File: src/design/lcg_pkg.sv
`timescale 1ns / 1ps
// Shared constants and types for the line color gradient pipeline.
package lcg_pkg;

  localparam int COORD_BITS = 16;
  localparam int COLOR_W    = 24;
  localparam int CHAN_W     = 8;
  localparam int NUM_CHAN   = COLOR_W / CHAN_W;

  // Stage 0: operand select, stages 1..12: blend and divide, stage 13: output.
  localparam int NSTAGE = 14;

  // Per-item flags that ride along the channel pipeline.
  typedef struct packed {
    logic              zero;  // segment has zero length
    logic              neg;   // numerator and segment length differ in sign
    logic              sat;   // quotient is 256 or more
    logic [CHAN_W-1:0] tgt;   // end color channel
  } lcg_ctl_t;

endpackage

File: src/design/lcg_channel.sv
`timescale 1ns / 1ps
// One 8-bit color channel: blend numerator, sign fold and pipelined divide.
module lcg_channel #(
  parameter int CoordBits = lcg_pkg::COORD_BITS
) (
  input  logic                                clk_i,
  input  logic [lcg_pkg::NSTAGE-1:1]          en_i,
  input  logic signed [CoordBits:0]           place_i,
  input  logic signed [CoordBits:0]           dist_i,
  input  logic [lcg_pkg::CHAN_W-1:0]          from_i,
  input  logic [lcg_pkg::CHAN_W-1:0]          to_i,
  output logic [lcg_pkg::CHAN_W-1:0]          chan_o
);
  import lcg_pkg::*;

  localparam int CW = CoordBits + 1;   // coordinate difference
  localparam int PW = CW + CHAN_W + 1; // one product
  localparam int NW = PW + 1;          // product sum

  logic signed [CHAN_W:0] diff;
  lcg_ctl_t               ctl1_d;
  lcg_ctl_t               ctl3_d;
  lcg_ctl_t               ctl4_d;

  logic signed [PW-1:0]   pa_q, pd_q;
  logic signed [CW-1:0]   dist1_q, dist2_q;
  logic signed [NW-1:0]   num_q;
  logic [NW-1:0]          mag_q;
  logic [CW-1:0]          dmag_q [3:11];
  logic [NW-1:0]          rem_q  [4:11];
  logic [CHAN_W-1:0]      quo_q  [4:12];
  lcg_ctl_t               ctl_q  [1:12];
  logic [CHAN_W-1:0]      chan_q;

  assign diff = $signed({1'b0, to_i}) - $signed({1'b0, from_i});

  always_comb begin
    ctl1_d      = '0;
    ctl1_d.zero = (dist_i == '0);
    ctl1_d.tgt  = to_i;
    ctl3_d      = ctl_q[2];
    ctl3_d.neg  = num_q[NW-1] ^ dist2_q[CW-1];
    ctl4_d      = ctl_q[3];
    ctl4_d.sat  = (mag_q >= (NW'(dmag_q[3]) << CHAN_W));
  end

  // Stage 1: num = a*dist + (b-a)*place, products first.
  always_ff @(posedge clk_i) begin
    if (en_i[1]) begin
      pa_q     <= $signed({1'b0, from_i}) * dist_i;
      pd_q     <= diff * place_i;
      dist1_q  <= dist_i;
      ctl_q[1] <= ctl1_d;
    end
  end

  // Stage 2: sum.
  always_ff @(posedge clk_i) begin
    if (en_i[2]) begin
      num_q    <= NW'(pa_q) + NW'(pd_q);
      dist2_q  <= dist1_q;
      ctl_q[2] <= ctl_q[1];
    end
  end

  // Stage 3: fold signs into magnitudes.
  always_ff @(posedge clk_i) begin
    if (en_i[3]) begin
      mag_q     <= num_q[NW-1] ? NW'(-num_q) : NW'(num_q);
      dmag_q[3] <= dist2_q[CW-1] ? CW'(-dist2_q) : CW'(dist2_q);
      ctl_q[3]  <= ctl3_d;
    end
  end

  // Stage 4: saturation check, seed the divider.
  always_ff @(posedge clk_i) begin
    if (en_i[4]) begin
      rem_q[4]  <= mag_q;
      quo_q[4]  <= '0;
      dmag_q[4] <= dmag_q[3];
      ctl_q[4]  <= ctl4_d;
    end
  end

  // Stages 5..12: one restoring quotient bit each, MSB first.
  for (genvar i = 0; i < CHAN_W; i++) begin : g_step
    logic [NW-1:0] shd;
    logic          ge;

    assign shd = NW'(dmag_q[4+i]) << (CHAN_W - 1 - i);
    assign ge  = (rem_q[4+i] >= shd);

    always_ff @(posedge clk_i) begin
      if (en_i[5+i]) begin
        quo_q[5+i] <= {quo_q[4+i][CHAN_W-2:0], ge};
        ctl_q[5+i] <= ctl_q[4+i];
      end
    end

    // Advance the divisor and partial remainder to the next step.
    if (i < CHAN_W - 1) begin : g_dmag
      always_ff @(posedge clk_i) begin
        if (en_i[5+i]) begin
          dmag_q[5+i] <= dmag_q[4+i];
          rem_q[5+i]  <= ge ? (rem_q[4+i] - shd) : rem_q[4+i];
        end
      end
    end
  end

  // Stage 13: pick the final channel value.
  always_ff @(posedge clk_i) begin
    if (en_i[13]) begin
      if (ctl_q[12].zero) begin
        chan_q <= ctl_q[12].tgt;
      end else if (ctl_q[12].neg) begin
        chan_q <= '0;
      end else if (ctl_q[12].sat) begin
        chan_q <= '1;
      end else begin
        chan_q <= quo_q[12];
      end
    end
  end

  assign chan_o = chan_q;

endmodule

File: src/design/line_color_gradient.sv
`timescale 1ns / 1ps
// Top level of the line color gradient: per-pixel linear RGB blend pipeline.
//
// Usage:
//   Input channel (in_valid_i / in_stall_o) carries one pixel of a line: the
//   segment start and end on the major axis, the pixel x and y, the line
//   extents in x and y, and the two 0xRRGGBB endpoint colors. A beat is taken
//   at a rising edge with in_valid_i high and in_stall_o low.
//   Output channel (out_valid_o / out_stall_i) returns pixel_color_o, one beat
//   per input beat, in order.
//   Throughput: one beat per cycle while out_stall_i is low. A taken beat
//   reaches out_valid_o through the 14 register stages (operand select,
//   two multiply/sum stages, sign fold, saturation check, eight one-bit
//   divide steps, output register).
//   Reset clears every stage valid bit; the block is empty and ready after it.
//   When the receiver stalls, the output beat holds and items behind it close
//   up into empty stages; in_stall_o rises only once every stage is full.
module line_color_gradient #(
  parameter int CoordBits = lcg_pkg::COORD_BITS
) (
  input  logic                              clk_i,
  input  logic                              rst_ni,
  input  logic                              in_valid_i,
  output logic                              in_stall_o,
  input  logic signed [CoordBits-1:0]       seg_start_i,
  input  logic signed [CoordBits-1:0]       seg_end_i,
  input  logic signed [CoordBits-1:0]       pos_x_i,
  input  logic signed [CoordBits-1:0]       pos_y_i,
  input  logic [CoordBits-1:0]              delta_x_i,
  input  logic [CoordBits-1:0]              delta_y_i,
  input  logic [lcg_pkg::COLOR_W-1:0]       color_from_i,
  input  logic [lcg_pkg::COLOR_W-1:0]       color_to_i,
  output logic                              out_valid_o,
  input  logic                              out_stall_i,
  output logic [lcg_pkg::COLOR_W-1:0]       pixel_color_o
);
  import lcg_pkg::*;

  localparam int CW = CoordBits + 1;

  logic [NSTAGE-1:0]       v_q, v_d;
  logic [NSTAGE-1:0]       en;
  logic signed [CoordBits-1:0] pos;
  logic signed [CW-1:0]    place_q, dist_q;
  logic [COLOR_W-1:0]      from_q, to_q;

  // A stage may load when it is empty or when some stage after it is empty
  // or the output is drained; this closes bubbles without a ripple chain.
  for (genvar k = 0; k < NSTAGE; k++) begin : g_en
    assign en[k] = ~out_stall_i | ~(&v_q[NSTAGE-1:k]);
  end

  always_comb begin
    v_d[0] = en[0] ? in_valid_i : v_q[0];
    for (int k = 1; k < NSTAGE; k++) begin
      v_d[k] = en[k] ? v_q[k-1] : v_q[k];
    end
  end

  always_ff @(posedge clk_i or negedge rst_ni) begin
    if (!rst_ni) begin
      v_q <= '0;
    end else begin
      v_q <= v_d;
    end
  end

  // Stage 0: major axis select (x wins a tie), place and length.
  assign pos = (delta_x_i >= delta_y_i) ? pos_x_i : pos_y_i;

  always_ff @(posedge clk_i) begin
    if (en[0]) begin
      place_q <= CW'(pos) - CW'(seg_start_i);
      dist_q  <= CW'(seg_end_i) - CW'(seg_start_i);
      from_q  <= color_from_i;
      to_q    <= color_to_i;
    end
  end

  // One blend/divide lane per color channel; all lanes share the valid bits.
  for (genvar c = 0; c < NUM_CHAN; c++) begin : g_chan
    lcg_channel #(
      .CoordBits(CoordBits)
    ) u_chan (
      .clk_i  (clk_i),
      .en_i   (en[NSTAGE-1:1]),
      .place_i(place_q),
      .dist_i (dist_q),
      .from_i (from_q[c*CHAN_W +: CHAN_W]),
      .to_i   (to_q[c*CHAN_W +: CHAN_W]),
      .chan_o (pixel_color_o[c*CHAN_W +: CHAN_W])
    );
  end

  assign in_stall_o  = ~en[0];
  assign out_valid_o = v_q[NSTAGE-1];

  // Input backpressure only when every stage holds an item and output stalls.
  assert property (@(posedge clk_i) disable iff (!rst_ni)
    in_stall_o |-> ((&v_q) && out_stall_i))
    else $error("input stalled while the pipeline has a free stage");

  // No beat in and none out: the number of items in flight is unchanged.
  assert property (@(posedge clk_i) disable iff (!rst_ni)
    (!(in_valid_i && !in_stall_o) && !(out_valid_o && !out_stall_i))
    |=> ($countones(v_q) == $past($countones(v_q))))
    else $error("item lost or duplicated inside the pipeline");

  // A blocked first stage keeps its operands.
  assert property (@(posedge clk_i) disable iff (!rst_ni)
    (v_q[0] && !en[0]) |=> (v_q[0] && $stable(place_q) && $stable(dist_q)))
    else $error("stage 0 operands changed while held");

endmodule

File: config.mk
export PLATFORM = sky130hd
export DESIGN_NAME = line_color_gradient
export DESIGN_NICKNAME = d
export VERILOG_FILES = /design/src/design/lcg_pkg.sv /design/src/design/lcg_channel.sv /design/src/design/line_color_gradient.sv
export SDC_FILE = /design/constraint.sdc
export NUM_CORES = 2
export LEC_CHECK = 0
export BUFFER_PORTS_ARGS = -buffer_cell sky130_fd_sc_hd__buf_2
export CORE_MARGIN = 2
export CORE_UTILIZATION = 45
export DETAILED_ROUTE_END_ITERATION = 10
export PLACE_DENSITY = 0.59
export SLEW_MARGIN = 20
export SYNTH_ARGS = -nofsm -noshare
export SYNTH_HDL_FRONTEND = slang
export SYNTH_SLANG_ARGS = --single-unit
File: constraint.sdc
create_clock -name clk_i -period 14.4 [get_ports clk_i]
set_clock_uncertainty 0.05 [all_clocks]
set_input_delay 0.72 -clock clk_i [delete_from_list [all_inputs] [get_ports clk_i]]
set_output_delay 0.72 -clock clk_i [all_outputs]
set_load 0.03 [all_outputs]
==> results.sh <==
export IMPL_status="complete, no violations"
export IMPL_h_tree_depth=4
export IMPL_portBuffers=173
export IMPL_cts_sinks=1738
export IMPL_start_util=0.4514
export IMPL_multi_input_area_sq_mm=0.05984
export IMPL_cts_root_buf="clkbuf_16"
export IMPL_firstDrtPassIters=8
export IMPL_grt_use_met3=0.02537
export IMPL_async_reset_ff_frac=0.008055
export IMPL_crit_top_cell="fa_1"
export IMPL_synth_cell_types=94
export IMPL_synth_area_leaders="edfxtp_1, fa_1, ha_1"
export IMPL_vias=75760
export IMPL_setup_slack_ns=5.987
export IMPL_hpwl_um=251600
export IMPL_num_fill_cells=22800
export IMPL_area_delta_synth_final_pct=10.32
export IMPL_cts_buffer_depth=3
export IMPL_hold_path_class="primary input to register"
export IMPL_routedWlPerCell_um=22.39
export IMPL_yosysWarnings=0
export IMPL_mostFrequentLayoutCell="edfxtp_1"
export IMPL_slowest_delay_ns=0.65
export IMPL_drc=0
export IMPL_synth_area_sq_mm=0.1169
export IMPL_worstPathMaxFanout=19
export IMPL_ant_nets=0
export IMPL_gp_congestion=0.9749
export IMPL_slew_headroom=0.2135
export IMPL_hold_viol=0
export IMPL_die_h_um=513.7
export IMPL_critPathCaptureType="register"
export IMPL_place_ws_ns=6.043
export IMPL_drive_above_1_share=0.07318
export IMPL_period_minus_slack_ns=8.413
export IMPL_hp_start="color_to_i[11]"
export IMPL_synth_top_cell_by_area="edfxtp_1"
export IMPL_globalRouteMet1Util=0.2644
export IMPL_synth_top_area_share=0.4428
export IMPL_grtUsageMet2=0.4291
export IMPL_die_w_um=513.7
export IMPL_synth_cells=10190
export IMPL_row_count=187
export IMPL_required_ns=14.89
export IMPL_seq_area_sq_mm=0.05212
export IMPL_synthesis_nets=12000
export IMPL_grt_pass1_vias=78190
export IMPL_drt_iter0_markers=4399
export IMPL_grt_usage=0.2383
export IMPL_clk_latency_ns=0.89
export IMPL_antenna_found_initial=10
export IMPL_max_cap_violations=0
export IMPL_final_cell_mix="edfxtp_1, inv_1, ha_1, fa_1, nand2_1"
export IMPL_cts_tree="built"
export IMPL_rrSetupSlack_ns=5.99
export IMPL_critPathKind="register to register"
export IMPL_setup_violations=0
export IMPL_arrival_ns=8.91
export IMPL_final_nets=12270
export IMPL_slew_viol_final=0
export IMPL_rsz0062_at_grt="no"
export IMPL_avgSynthCellArea_sq_um=11.47
export IMPL_final_setup_tns_ns=0
export IMPL_ioPinCount=174
export IMPL_synth_flop_cell="edfxtp_1"
export IMPL_r2r_cells=28
export IMPL_via_per_inst=5.401
export IMPL_ys_seq_area_frac=0.4458
export IMPL_postPlaceCellArea_sq_mm=0.1220
export IMPL_clock_fmax_ghz=0.1189
export IMPL_stdcell_area_sq_mm=0.1290
export IMPL_core_sq_mm=0.2590
export IMPL_worst_pin_slew_ns=1.167
export IMPL_critPathSlowestCell="edfxtp_1"
export IMPL_ctsResizeCount=0
export IMPL_startpoint_type="register"
export IMPL_die_area_sq_mm=0.2639
export IMPL_synth_seq_cells=1738
export IMPL_whs_endpoint="to_q[11]$_DFFE_PN_"
export IMPL_hold_depth=1
export IMPL_wl_um=314000
export IMPL_grt_max_degree=153
export IMPL_cts_buffers=193
export IMPL_grt_pass1_wl_um=474300
export IMPL_grt_ovfl_total=0
export IMPL_top_usage_layer="met2"
export IMPL_fin_crit_sh=0.5842
export IMPL_reg2reg_to="g_chan[0].u_chan.pd_q[25]$_DFFE_PP_"
export IMPL_path_clk_slew_ns=0.06
export IMPL_synth_edf_count=1724
export IMPL_r2r_start="from_q[0]$_DFFE_PN_"
[worst max-delay path: cells and delay by family, from the launching register on]
family	cells	cell delay, ns
xor gates and xnor gates	1	0.09
and+or+nand+nor	4	0.63
DFF	1	0.65
adders and majority gates	8	3.42
AOI/OAI and AO/OA	12	3.11
buffers and inverters	3	0.14
[per-layer routing]
layer	share of wire	wire length, um
met1	0.38	118800
met2	0.51	161000
met3	0.030	9515
met4	0.079	24690
met5	0.000025	8
[synth_stat cells (all sizes together) (34+ instances only)]
cell type / count
o21bai: 51
or2: 42
xor2: 232
clkbuf: 196
o21ai: 450
nor2b: 131
edfxtp: 1724
and2: 531
a21oi: 507
xnor2: 466
inv: 1119
nor4: 76
nand3: 106
nand2: 735
mux2: 98
or3: 59
fa: 731
a211oi: 45
or4: 41
nand2b: 204
a31oi: 54
o21a: 128
nor2: 547
nand4: 75
ha: 934
nor3: 130
buf: 34
and3: 45
a21o: 216
o31ai: 78
[worst max path at each step]
stage                        startpoint                                       to  cells past startpoint
floorplan           v_q[13]$_DFFE_PN0P_  g_chan[0].u_chan.ctl_q[0][11]$_DFFE_PP_                      8
global placement    from_q[8]$_DFFE_PN_      g_chan[1].u_chan.pd_q[25]$_DFFE_PP_                     28
detailed placement  from_q[0]$_DFFE_PN_      g_chan[0].u_chan.pd_q[25]$_DFFE_PP_                     28
CTS                 from_q[0]$_DFFE_PN_      g_chan[0].u_chan.pd_q[25]$_DFFE_PP_                     28
global route        from_q[0]$_DFFE_PN_      g_chan[0].u_chan.pd_q[25]$_DFFE_PP_                     28
finish              from_q[0]$_DFFE_PN_      g_chan[0].u_chan.pd_q[25]$_DFFE_PP_                     28
[cell type report]
class                      count  area share
multi-input combinational   7101      0.4640
sequential                  1738      0.4041
clock buffer                 225     0.03853
tap                         3402     0.03300
inverter                    1120     0.03271
timing repair buffer         300     0.01496
clock inverter               134     0.01259
antenna                        8   0.0001552
[flip-flops by register name (all words and copies together), names as in the netlist]
name and count:
dist_q 17, from_q 24, g_chan.u_chan.chan_o 24, g_chan.u_chan.ctl_q 357, g_chan.u_chan.dist1_q 17, g_chan.u_chan.dist2_q 17, g_chan.u_chan.dmag_q 153, g_chan.u_chan.mag_q 81
g_chan.u_chan.num_q 81, g_chan.u_chan.pa_q 78, g_chan.u_chan.pd_q 78, g_chan.u_chan.quo_q 108, g_chan.u_chan.rem_q 648, place_q 17, to_q 24, v_q 14
[cells by family after synthesis]
kind of cell / after synthesis / synth area share
and+or+nand+nor: 2807 / 0.1228
AOI/OAI and AO/OA: 1803 / 0.09831
DFF: 1738 / 0.4458
adders and majority gates: 1665 / 0.2251
buffers and inverters: 1350 / 0.04364
xor gates and xnor gates: 698 / 0.05229
muxes: 128 / 0.01201
[through the flow]
stage	utilization	hold slack, ns	std cells
4_1_cts	0.4978	0.006466	14020
2_1_floorplan	-	0.3503	10190
6_report	0.4980	0.08943	14030
3_3_place_gp	0.4711	0.3501	13630
3_5_place_dp	0.4712	0.3545	13630
5_1_grt	0.4979	0.02433	14020
[repair_timing]
item / in CTS / in global routing
endpoints found under the hold margin: 44 / 0
buffers inserted: 0 / 0
hold buffers: 31 / 0
Power is left out: the tool's default activity adds up to more than one toggle a clock period on the data nets, which glitch-free logic cannot reach.
